$ cat src/sv/sawbc_ram.sv
// Generic single-port synchronous RAM with registered read.
`default_nettype none
module sawbc_ram #(
	parameter int WIDTH = 32,
	parameter int DEPTH = 16
) (
	input  wire logic                     clk,
	input  wire logic                     we,
	input  wire logic [$clog2(DEPTH)-1:0] addr,
	input  wire logic [WIDTH-1:0]         wdata,
	output logic      [WIDTH-1:0]         rdata
);
	logic [WIDTH-1:0] mem [DEPTH];

	always_ff @(posedge clk) begin
		if (we) begin
			mem[addr] <= wdata;
		end
		rdata <= mem[addr];
	end
endmodule
`default_nettype wire

$ cat config.mk
export PLATFORM = sky130hd
export DESIGN_NAME = sawbc_ram
export DESIGN_NICKNAME = d
export VERILOG_FILES = /design/src/sv/sawbc_ram.sv
export SDC_FILE = /design/constraint.sdc
export NUM_CORES = 1
export LEC_CHECK = 0
export CAP_MARGIN = 20
export CORE_MARGIN = 2
export CORE_UTILIZATION = 50
export DETAILED_ROUTE_END_ITERATION = 10
export DONT_BUFFER_PORTS = 1
export PLACE_DENSITY = 0.69
export SYNTH_ARGS = -nofsm -noshare
export SYNTH_HDL_FRONTEND = slang
export SYNTH_SLANG_ARGS = --single-unit
$ cat constraint.sdc
create_clock -name clk -period 3.7 [get_ports clk]
set_input_delay 0.555 -clock clk [delete_from_list [all_inputs] [get_ports clk]]
set_output_delay 0.555 -clock clk [all_outputs]
set_load 0.005 [all_outputs]
==> results of run 1 <==
worst max path at each step:
stage / from / to / slack (ns) / cells past startpoint
floorplan: addr[1] / mem[0][0] / -0.1 / 4
global placement: addr[2] / mem[1][11] / 1.31 / 3
detailed placement: addr[2] / mem[1][9] / 1.31 / 3
CTS: addr[2] / mem[1][9] / 1.91 / 3
global route: addr[2] / mem[1][9] / 1.88 / 3
finish: addr[2] / mem[1][9] / 1.92 / 3
registers in the layout (all words and copies together) (netlist names):
signal / cells
rdata: 32
mem: 512
cell families (layout without fill, tap and decap cells):
| kind of cell | after synthesis | count (layout) |
|---|---|---|
| AO/OA/AOI/OAI | 64 | 64 |
| buffers and inverters | 45 | 119 |
| flip-flops | 544 | 544 |
| multiplexers | 128 | 128 |
| AND/OR/NAND/NOR | 59 | 59 |
layer usage:
| layer | part of all wire | up-vias | track usage | wire length [um] |
|---|---|---|---|---|
| met5 | 0 | - | 0 | 0 |
| met4 | 0.020 | 0 | 0.0537 | 751 |
| met3 | 0.058 | 61 | 0.0422 | 2190 |
| li1 | - | 3644 | - | - |
| met1 | 0.42 | 4587 | 0.268 | 16100 |
| met2 | 0.50 | 251 | 0.306 | 19000 |
per-stage QoR:
step / cell area (um2) / TNS [ns] / total power [uW]
final: 22400 / 0 / 12700
after global routing: 22400 / 0 / 13100
after CTS: 22400 / 0 / 12900
after detailed placement: 20600 / 0 / 7440
after global placement: 20600 / 0 / 7430
after floorplan: 19900 / -12.37 / 7390
worst max-delay path: stages:
cell    delay [ns]
or3b_2        0.58
nor2_4        0.65
buf_4         0.27
power by group through the flow:
stage,Combinational [uW],Sequential [uW],Clock (uW)
2_1_floorplan,332,7050,0
3_3_place_gp,356,7070,0
3_5_place_dp,359,7080,0
4_1_cts,361,6950,5560
5_1_grt,380,6950,5790
6_report,356,6940,5450
placed cells by master (no fill, tap or decap):
cell / netlist / layout
clkinv_2: 0 / 15
nand3b_1: 2 / 2
clkinv_1: 0 / 7
buf_4: 1 / 17
nor2_4: 0 / 13
clkbuf_16: 0 / 55
clkbuf_1: 27 / 8
nand2b_1: 2 / 2
nand3_1: 1 / 1
mux4_2: 128 / 128
edfxtp_1: 512 / 512
nand2_1: 33 / 33
or3b_2: 1 / 1
nor2b_4: 0 / 2
nor3_2: 0 / 4
inv_6: 0 / 1
and2_2: 0 / 1
bufinv_16: 0 / 5
a22oi_1: 64 / 64
dfxtp_1: 32 / 32
clkbuf_8: 0 / 9
buf_12: 0 / 2
area by class of cell:
type | count | share of cell area
Clock buffer | 72 | 0.0684
Clock inverter | 28 | 0.0116
Multi-Input combinational cell | 251 | 0.168
Sequential cell | 544 | 0.716
Tap cell | 525 | 0.0294
Timing Repair Buffer | 19 | 0.00749
==> metrics.txt, run 1 <==
status=finished clean; Worst Hold Class=primary input to flop; fraction of the mapped netlist area in adder cells=0; worst path arrival time=2.07 ns; Starting Density=0.503; cts hold-fix bufs=0; Pint=10,300 uW; Flop pwr share=0.545; post-route worst setup slack=1.92 ns; Final Non-Filler Cells=1,439; post-synthesis compound-gate area fraction=0.0242; Critical Path End Type=flop; Seq/Total Area, Yosys=0.806; ranking of synthesized cells by area=edfxtp_1 (77%), mux4_2 (15%), dfxtp_1 (3.2%); pin count of the biggest net entering global routing=136; CTS max path bufs=3; multi-input logic area=0.00375 mm2; multiplexer share of the synthesized area=0.145; Total Wirelength=~38,000 um; RSZ-0062 raised after global routing=false; Nets=907; worst slack at placement=1.31 ns; reg-to-reg endpoint=rdata[29]; syn_area_per_cell=about 24 um2; CP Max Fanout=24; Post-CTS Repair Setup Buffers=0; Syn Std Cell Area=a little under 0.02 mm2; # port buffers=0; CTS tree=done; post-route ant nets=0; Setup Skew=approximately 0.017 ns; combinational share of power=0.028; Max VDD drop=0.000396 V; Residual DRC=0; Die Y=203 um; Reg area=0.0160 mm2; FF-to-FF path depth=3; Post-Synth XOR/XNOR Area=0; drt first pass iters=5; most frequent cell after synthesis=edfxtp_1; synthesized flop and latch total=544; top_reg_cell synth=edfxtp_1; count of cell types in the netlist=17; simple-gate share of the synthesized area=0.0127; vias per cell=5.94; initial antenna violation count=0; reg2reg setup slack=2.26 ns; num rows=73; P&R area growth vs syn=12.7%; maximum clock frequency=around 560 MHz; CTS sink cnt=544; Post-synth EDFFs=512; hold slack=approximately 0.06 ns; fin util=0.567; placed insts=approximately 1,300; Pwr per Cell Area=569 mW/mm2; worst path required time=3.99 ns; vias in the first global route=about 9,000; worst setup path class=primary input to flop; Avg WL per Cell=26.5 um; period utilization=0.481; Min-Delay Endpoint=mem[13][26]; Via Count=8,543; final setup violation count=0; HP Start=wdata[26]; area leader, netlist=edfxtp_1; syn_nets=between 800 and 900; Slew HR=0.257; routability cong.=~0.72; worst slew pin tran=1.11 ns; clock network power share=0.427; IO Pins=70; largest family of logic cells by synthesized area=multiplexers; Syn. warnings=0; H-tree depth=2; die area=0.0413 mm2; crit start category=primary input; ys async rst share=0; Fillers=between 2,000 and 3,000; Sw Ratio=0.190; CTS clock-pin slew for the worst setup and hold paths=0.06 ns; Overflow after GRT=0; Fin. Hold Viols=0; core area=0.0395 mm2; global-route wire length before repair=57,600 um; GR Util All Layers=0.191; die width=203 um; Hold Path Depth=0; Reg-to-Reg Start=mem[3][29]; Synth Instances=840; clk root buf=clkbuf_16; Clock Latency Late Sink=0.59 ns; fin. max-slew vios=0; hpwl dp=19,900 um; P_sw=2420 uW; post-CTS sizing=0; Leakage=~0.0070 uW; Synth top cells by count=edfxtp_1 (512), mux4_2 (128), a22oi_1 (64); maxcap violations=0; layout cells sized above 1=0.277; ANT cells=0; number of buffers created by CTS=between 50 and 60; DR iter-0 viols=869; Tmin final=1.78 ns; area share of the largest cell type after synthesis=0.774
No activity file was read; power rests on OpenSTA's default activity.
==> inputs of run 2 (changes only) <==
ABC_AREA = 1   (was unset)
clock period = 1.6 ns   (was 3.7 ns; I/O delays follow)
==> run 2 against run 1 <==
Compared with the run above: the run now ends with hold timing left; cell count grew 97%; power grew 150%; non-clock buffer count grew 106; sequential cell count is the same; area after synthesis grew 12%; combinational power grew to 4.9 times the previous value; clock skew grew 0.0054 ns; die area grew 12%; hold slack lost 0.084 ns; register-to-register slack lost 2.2 ns; first-iteration DRC count grew 42%; synthesized cell count grew to 2.5 times the previous value; critical endpoint is now rdata[31]; highest routed layer is now met5.
==> metrics.txt, run 2 <==
clock network power share=0.434 (was 0.427); max FFs per register=512 (unchanged); vias in the first global route=14,600 (was 9,000); Pint=24,800 uW (was 10,300 uW); Setup Skew=0.0225 ns (was 0.0170 ns); worst path arrival time=2.09 ns (was 2.07 ns); Critical Path End Type=flop (unchanged); H-tree depth=2 (unchanged); Starting Density=0.505 (was 0.503); P_sw=6640 uW (was 2420 uW); Via Count=14,500 (was 8,543); Clock Latency Late Sink=0.61 ns (was 0.59 ns); Pwr per Cell Area=1210 mW/mm2 (was 569 mW/mm2); worst path required time=2.14 ns (was 3.99 ns); area share of the largest cell type after synthesis=0.692 (was 0.774); pin count of the biggest net entering global routing=260 (was 136); Cell Chain, Critical Path=inv_8 -> buf_12 -> nand2_1 -> nand2_1 -> nand2_1 -> dlygate4sd3_1 -> nand2_1 -> nand2_1 -> nand2_1 -> inv_1 -> nand2_1 (was or3b_2 -> nor2_4 -> buf_4); Sw Ratio=0.211 (was 0.190); Post-synth EDFFs=512 (unchanged); Worst Hold Class=primary input to flop (unchanged); clk root buf=clkbuf_16 (unchanged); period utilization=0.969; post-route ant nets=0 (unchanged); num rows=77 (was 73); Max Used Layer=met5 (was met4); placed insts=2,667 (was 1,339); worst slack at placement=0.128 ns (was 1.31 ns); die area=0.0461 mm2 (was 0.0413 mm2); met3 wire len=3800 um (was 2190 um); Overflow after GRT=0 (unchanged); CP Max Fanout=259 (was 24); GR Util All Layers=0.231 (was 0.191); DR iter-0 viols=1,235 (was 869); hpwl dp=26,700 um (was 19,900 um); Max stage delay on crit path=0.55 ns (was 0.65 ns); maximum clock frequency=645 MHz; routability cong.=0.761 (was 0.721); Slew HR=0.395 (was 0.257); syn_area_per_cell=10.5 um2 (was 23.6 um2); hold slack=-0.0248 ns (was 0.0597 ns); Reg-to-Reg Start=mem[3][31] (was mem[3][29]); Seq/Total Area, Yosys=0.721 (was 0.806); critical path's top delay family=buffers and inverters (was simple AND/OR/NAND/NOR gates); Setup crit start=addr[0] (was addr[2]); Residual DRC=0 (unchanged); core area=0.0440 mm2 (was 0.0395 mm2); IO Pins=70 (unchanged); Nets=2,235 (was 907); WL met1=21,300 um (was 16,100 um); maxcap violations=0 (unchanged); RSZ-0062 raised after global routing=false (unchanged); Syn Std Cell Area=0.0222 mm2 (was 0.0199 mm2); multi-input logic area=0.00545 mm2 (was 0.00375 mm2); number of buffers created by CTS=55 (was 53); CTS sink cnt=544 (unchanged); most frequent cells in the layout=nand2_1 (1,378), edfxtp_1 (512), inv_1 (68), dlygate4sd3_1 (64), clkbuf_16 (56) (was edfxtp_1 (512), mux4_2 (128), a22oi_1 (64), clkbuf_16 (55), nand2_1 (33)); area leader, netlist=edfxtp_1 (unchanged); routed wl met2=25,900 um (was 19,000 um); Fillers=3,491 (was 2,874); Total Wirelength=52,500 um (was 38,100 um); # port buffers=0 (unchanged); fin. max-slew vios=0 (unchanged); Regs by FF count=mem: 512 flops, rdata: 32 flops (unchanged); most common cell after layout, fill and taps aside=nand2_1 (was edfxtp_1); Avg WL per Cell=18.5 um (was 26.5 um); Fin. Hold Viols=2 (was 0); ys async rst share=0 (unchanged); final setup violation count=0 (unchanged); failing checks=hold timing; global-route wire length before repair=81,800 um (was 57,600 um); Pwr Total=31,400 uW (was 12,700 uW); vias per cell=5.10 (was 5.94); most frequent cell after synthesis=nand2_1 (was edfxtp_1); top_reg_cell synth=edfxtp_1 (unchanged); Worst path slowest cell=dlygate4sd3_1 (was nor2_4); worst setup path class=primary input to flop (unchanged); worst slew pin tran=0.904 ns (was 1.11 ns); layout cells sized above 1=0.0775 (was 0.277); initial antenna violation count=5 (was 0); CTS tree=done (unchanged); P&R area growth vs syn=17.0% (was 12.7%); fin util=0.590 (was 0.567); cell repeated most along the worst path=nand2_1; post-CTS sizing=0 (unchanged); Top reg by flops=mem (unchanged); drt first pass iters=5 (unchanged); synthesized flop and latch total=544 (unchanged); CTS max path bufs=3 (unchanged); Synth top cells by count=nand2_1 (1,378), edfxtp_1 (512), inv_1 (70) (was edfxtp_1 (512), mux4_2 (128), a22oi_1 (64)); Synth Instances=2,113 (was 840); status=complete, but fails checks (was finished clean); Syn. warnings=0 (unchanged); ranking of synthesized cells by area=edfxtp_1 (69%), nand2_1 (23%), dfxtp_1 (2.9%) (was edfxtp_1 (77%), mux4_2 (15%), dfxtp_1 (3.2%)); count of cell types in the netlist=13 (was 17); Flop pwr share=0.511 (was 0.545); combinational share of power=0.056 (was 0.028); CTS clock-pin slew for the worst setup and hold paths=0.06 ns (about the same); crit start category=primary input (unchanged); Tmin final=1.55 ns; Reg area=0.0160 mm2 (unchanged); post-route worst setup slack=0.0498 ns (was 1.92 ns); Die Y=215 um (was 203 um); crit path buf inv count=4 (was 1); Max VDD drop=0.000860 V (was 0.000396 V); die width=215 um (was 203 um); Leakage=0.0108 uW (was 0.00703 uW); HP Start=addr[1] (was wdata[26]); Final Non-Filler Cells=2,837 (was 1,439); syn_nets=2,151 (was 878)
==> run 2: cell count changes in the layout (fill, tap and decap cells not counted), moves of 34 or more <==
cell,change
dlygate4sd3_1,+64
a22oi_1,-64
inv_1,+68
buf_12,+34
mux4_2,-128
nand2_1,+1345
==> run 2: cells by family after synthesis <==
kind of cell / Yosys count / synth area share
and+or+nand+nor: 1400 / 0.237
DFF: 544 / 0.721
buffers and inverters: 169 / 0.0422
==> run 2: tightest hold or removal path, delay by kind of cell <==
family        cells  cell delay, ns
simple gates      5            0.24
buf+inv           1            0.03
==> run 2: final cells by class <==
class                   count  share of cell area
diodes                      1           0.0000963
clock buffers              75              0.0601
clock inverters            29              0.0149
inverters                  71              0.0106
multi-input cells        1400               0.209
flip-flops and latches    544               0.616
well taps                 592              0.0285
repair buffers            125              0.0603
==> run 2: timing repair <==
| item | in CTS | in global routing |
|---|---|---|
| endpoints found under the setup margin | 0 | 3 |
| hold buffers | 68 | 0 |
| endpoints found under the hold margin | 542 | 0 |
| buffers inserted | 0 | 0 |
==> run 2: power by group through the flow <==
| stage | Sequential [uW] | Combinational [uW] | Clock [uW] |
|---|---|---|---|
| 2_1_floorplan | 16300 | 1160 | 0 |
| 3_3_place_gp | 16400 | 1360 | 0 |
| 3_5_place_dp | 16400 | 1380 | 0 |
| 4_1_cts | 16100 | 1750 | 13800 |
| 5_1_grt | 16100 | 1970 | 14400 |
| 6_report | 16100 | 1750 | 13600 |
==> run 2: metrics by stage <==
stage	area [um2]	setup TNS [ns]
CTS	26000	0
detailed placement	23400	0
finish	26000	0
global placement	23400	0
floorplan	22400	-63.43
global route	26000	0
==> run 2: worst paths after layout <==
| kind | end | slack, ns | cells past startpoint |
|---|---|---|---|
| max | rdata[31] | 0.05 | 11 |
| min | rdata[18] | -0.02 | 6 |
| max reg2reg | rdata[31] | 0.10 | 9 |
| min reg2reg | rdata[5] | 0.69 | 8 |
==> run 2: metal layers <==
layer  vias up  GRT usage
li1       6944          -
met1      6957      0.290
met2       441      0.395
met3       116     0.0518
met4         8     0.0801
met5         -          0
==> inputs of run 3 (changes only) <==
CTS_BUF_LIST = sky130_fd_sc_hd__clkbuf_8   (was unset)
GPL_ROUTABILITY_DRIVEN = 0   (was unset)
==> run 3 against run 2 <==
Compared with the run above: the run still ends with hold timing left; sequential cell count did not move; combinational power rose by 5%; core utilization increased by 0.21 points; global-route usage increased by 0.80 points; critical endpoint is now rdata[1]; largest cell class unchanged.
==> metrics.txt, run 3 (synthesis gave the netlist of run 2 again) <==
vias per cell=5.07 (was 5.10); P&R area growth vs syn=17.4% (was 17.0%); worst path arrival time=2.04 ns (was 2.09 ns); Final Non-Filler Cells=2,921 (was 2,837); most frequent cells in the layout=nand2_1 (1,378), edfxtp_1 (512), clkbuf_8 (107), inv_1 (101), dlygate4sd3_1 (91) (was nand2_1 (1,378), edfxtp_1 (512), inv_1 (68), dlygate4sd3_1 (64), clkbuf_16 (56)); Setup Skew=0.0252 ns (was 0.0225 ns); clk root buf=clkbuf_8 (was clkbuf_16); Slew HR=0.498 (was 0.395); max FFs per register=512 (unchanged); post-route ant nets=0 (unchanged); number of buffers created by CTS=88 (was 55); Via Count=14,800 (was 14,500); reg2reg setup slack=0.1 ns (was 0.10 ns); Worst Hold Class=primary input to flop (unchanged); HP Start=addr[1] (unchanged); Reg area=0.0160 mm2 (unchanged); vias in the first global route=15,100 (was 14,600); Pint=22,900 uW (was 24,800 uW); status=complete, but fails checks (unchanged); Tmin final=1.50 ns (was 1.55 ns); Cell Area, Placed=0.0234 mm2 (unchanged); Fillers=3,480 (was 3,491); die width=215 um (unchanged); Pwr per Cell Area=1130 mW/mm2 (was 1210 mW/mm2); Avg WL per Cell=18.4 um (was 18.5 um); Leakage=0.0109 uW (was 0.0108 uW); reg-to-reg endpoint=rdata[1] (was rdata[31]); crit start category=flop (was primary input); Cell Chain, Critical Path=nand2_1 -> nand2_1 -> nand2_1 -> dlygate4sd3_1 -> nand2_1 -> nand2_1 -> nand2_1 -> inv_1 -> nand2_1 (was inv_8 -> buf_12 -> nand2_1 -> nand2_1 -> nand2_1 -> dlygate4sd3_1 -> nand2_1 -> nand2_1 -> nand2_1 -> inv_1 -> nand2_1); DR iter-0 viols=1,302 (was 1,235); Top reg by flops=mem (unchanged); combinational share of power=0.062 (was 0.056); GR Util All Layers=0.239 (was 0.231); critical path's top delay family=buffers and inverters (unchanged); Layout Cell Area excl Fill=0.0261 mm2 (was 0.0260 mm2); CTS tree=done (unchanged); Post-CTS Repair Setup Buffers=0 (unchanged); Regs by FF count=mem: 512 flops, rdata: 32 flops (unchanged); RSZ-0062 raised after global routing=false (unchanged); clock network power share=0.395 (was 0.434); maximum clock frequency=666 MHz (was 645 MHz); hold slack=-0.0680 ns (was -0.0248 ns); Max stage delay on crit path=0.54 ns (was 0.55 ns); Overflow after GRT=0 (unchanged); # port buffers=0 (unchanged); Die Y=215 um (unchanged); drt first pass iters=7 (was 5); CTS sink cnt=544 (unchanged); most common cell after layout, fill and taps aside=nand2_1 (unchanged); initial antenna violation count=1 (was 5); Pwr Total=29,600 uW (was 31,400 uW); H-tree depth=3 (was 2); maxcap violations=0 (unchanged); CTS clock-pin slew for the worst setup and hold paths=0.06 ns (about the same); worst slack at placement=0.128 ns (unchanged); die area=0.0461 mm2 (unchanged); worst setup path class=flop to flop (was primary input to flop); P_sw=6670 uW (was 6640 uW); Nets=2,296 (was 2,235); fin. max-slew vios=0 (unchanged); Starting Density=0.505 (unchanged); IO Pins=70 (unchanged); num rows=77 (unchanged); Critical Path End Type=flop (unchanged); Total Wirelength=53,900 um (was 52,500 um); Worst path slowest cell=dlygate4sd3_1 (unchanged); multi-input logic area=0.00545 mm2 (unchanged); Reg-to-Reg Start=mem[3][1] (was mem[3][31]); hpwl dp=26,700 um (unchanged); post-route worst setup slack=0.0974 ns (was 0.0498 ns); pin count of the biggest net entering global routing=214 (was 260); CP Max Fanout=1 (was 259); Fin. Hold Viols=2 (unchanged); layout cells sized above 1=0.0872 (was 0.0775); Flop pwr share=0.543 (was 0.511); global-route wire length before repair=84,000 um (was 81,800 um); crit path buf inv count=2 (was 4); cell repeated most along the worst path=nand2_1 (unchanged); Max VDD drop=0.000628 V (was 0.000860 V); CTS max path bufs=3 (unchanged); Residual DRC=0 (unchanged); Min-Delay Endpoint=rdata[0] (was rdata[18]); Clock Latency Late Sink=0.66 ns (was 0.61 ns); failing checks=hold timing (unchanged); Hold Path Depth=6 (unchanged); worst slew pin tran=0.750 ns (was 0.904 ns); FF-to-FF path depth=9 (unchanged); worst path required time=2.14 ns (about the same); period utilization=0.939 (was 0.969); final setup violation count=0 (unchanged); Sw Ratio=0.225 (was 0.211); placed insts=2,667 (unchanged); core area=0.0440 mm2 (unchanged)
run 3: changes by cell type in the layout (fill, tap and decap cells not counted), sizes merged, moves of 2 or more:
cell,delta
bufinv,-7
clkinvlp,+2
clkbuf,+32
clkinv,-3
inv,+32
dlygate4sd3,+27
run 3: power groups by stage:
stage	combinational [uW]	sequential (uW)	clock [uW]
after global routing	2060	16100	12500
after CTS	1830	16100	11900
after floorplan	1160	16300	0
final	1830	16100	11700
after detailed placement	1380	16400	0
after global placement	1360	16400	0
run 3: worst min-delay path, delay by kind of cell:
| kind | cells | cell delay (ns) |
|---|---|---|
| simple gates | 5 | 0.26 |
| buf+inv | 1 | 0.03 |
run 3: repair_timing:
item                                    4_1_cts  5_1_grt
hold buffers                                 95        0
endpoints found under the hold margin       544        0
resized for setup                             0        0
endpoints found under the setup margin        0        4
run 3: area by class of cell:
class,instances,share of cell area
flip-flops and latches,544,0.614
diodes,1,0.0000959
clock buffers,107,0.0564
well taps,592,0.0284
inverters,71,0.0106
multi-input cells,1400,0.209
repair buffers,153,0.0716
clock inverters,53,0.0104
run 3: per-stage QoR:
step / hold slack, ns / utilization / TNS [ns]
3_5_place_dp: 0.339 / 0.531 / 0
6_report: -0.0680 / 0.593 / 0
2_1_floorplan: 0.339 / - / -63.43
4_1_cts: 0.00121 / 0.593 / 0
5_1_grt: 0.00330 / 0.593 / 0
3_3_place_gp: 0.340 / 0.531 / 0
run 3: how the worst max path moves through the flow:
stage                           from         to  cells after the start
after floorplan              addr[0]  mem[0][0]                      6
after global placement       addr[2]   rdata[0]                      8
after detailed placement     addr[2]  rdata[23]                      8
after CTS                  mem[2][6]   rdata[6]                      9
after global routing      mem[6][27]  rdata[27]                      9
final                      mem[3][1]   rdata[1]                      9
run 3: metal layers:
metal | part of all wire | routed length, um | GRT usage
met5 | 0 | 0 | 0
met4 | 0.025 | 1370 | 0.0910
met3 | 0.080 | 4320 | 0.0505
met2 | 0.49 | 26200 | 0.405
met1 | 0.41 | 22000 | 0.303
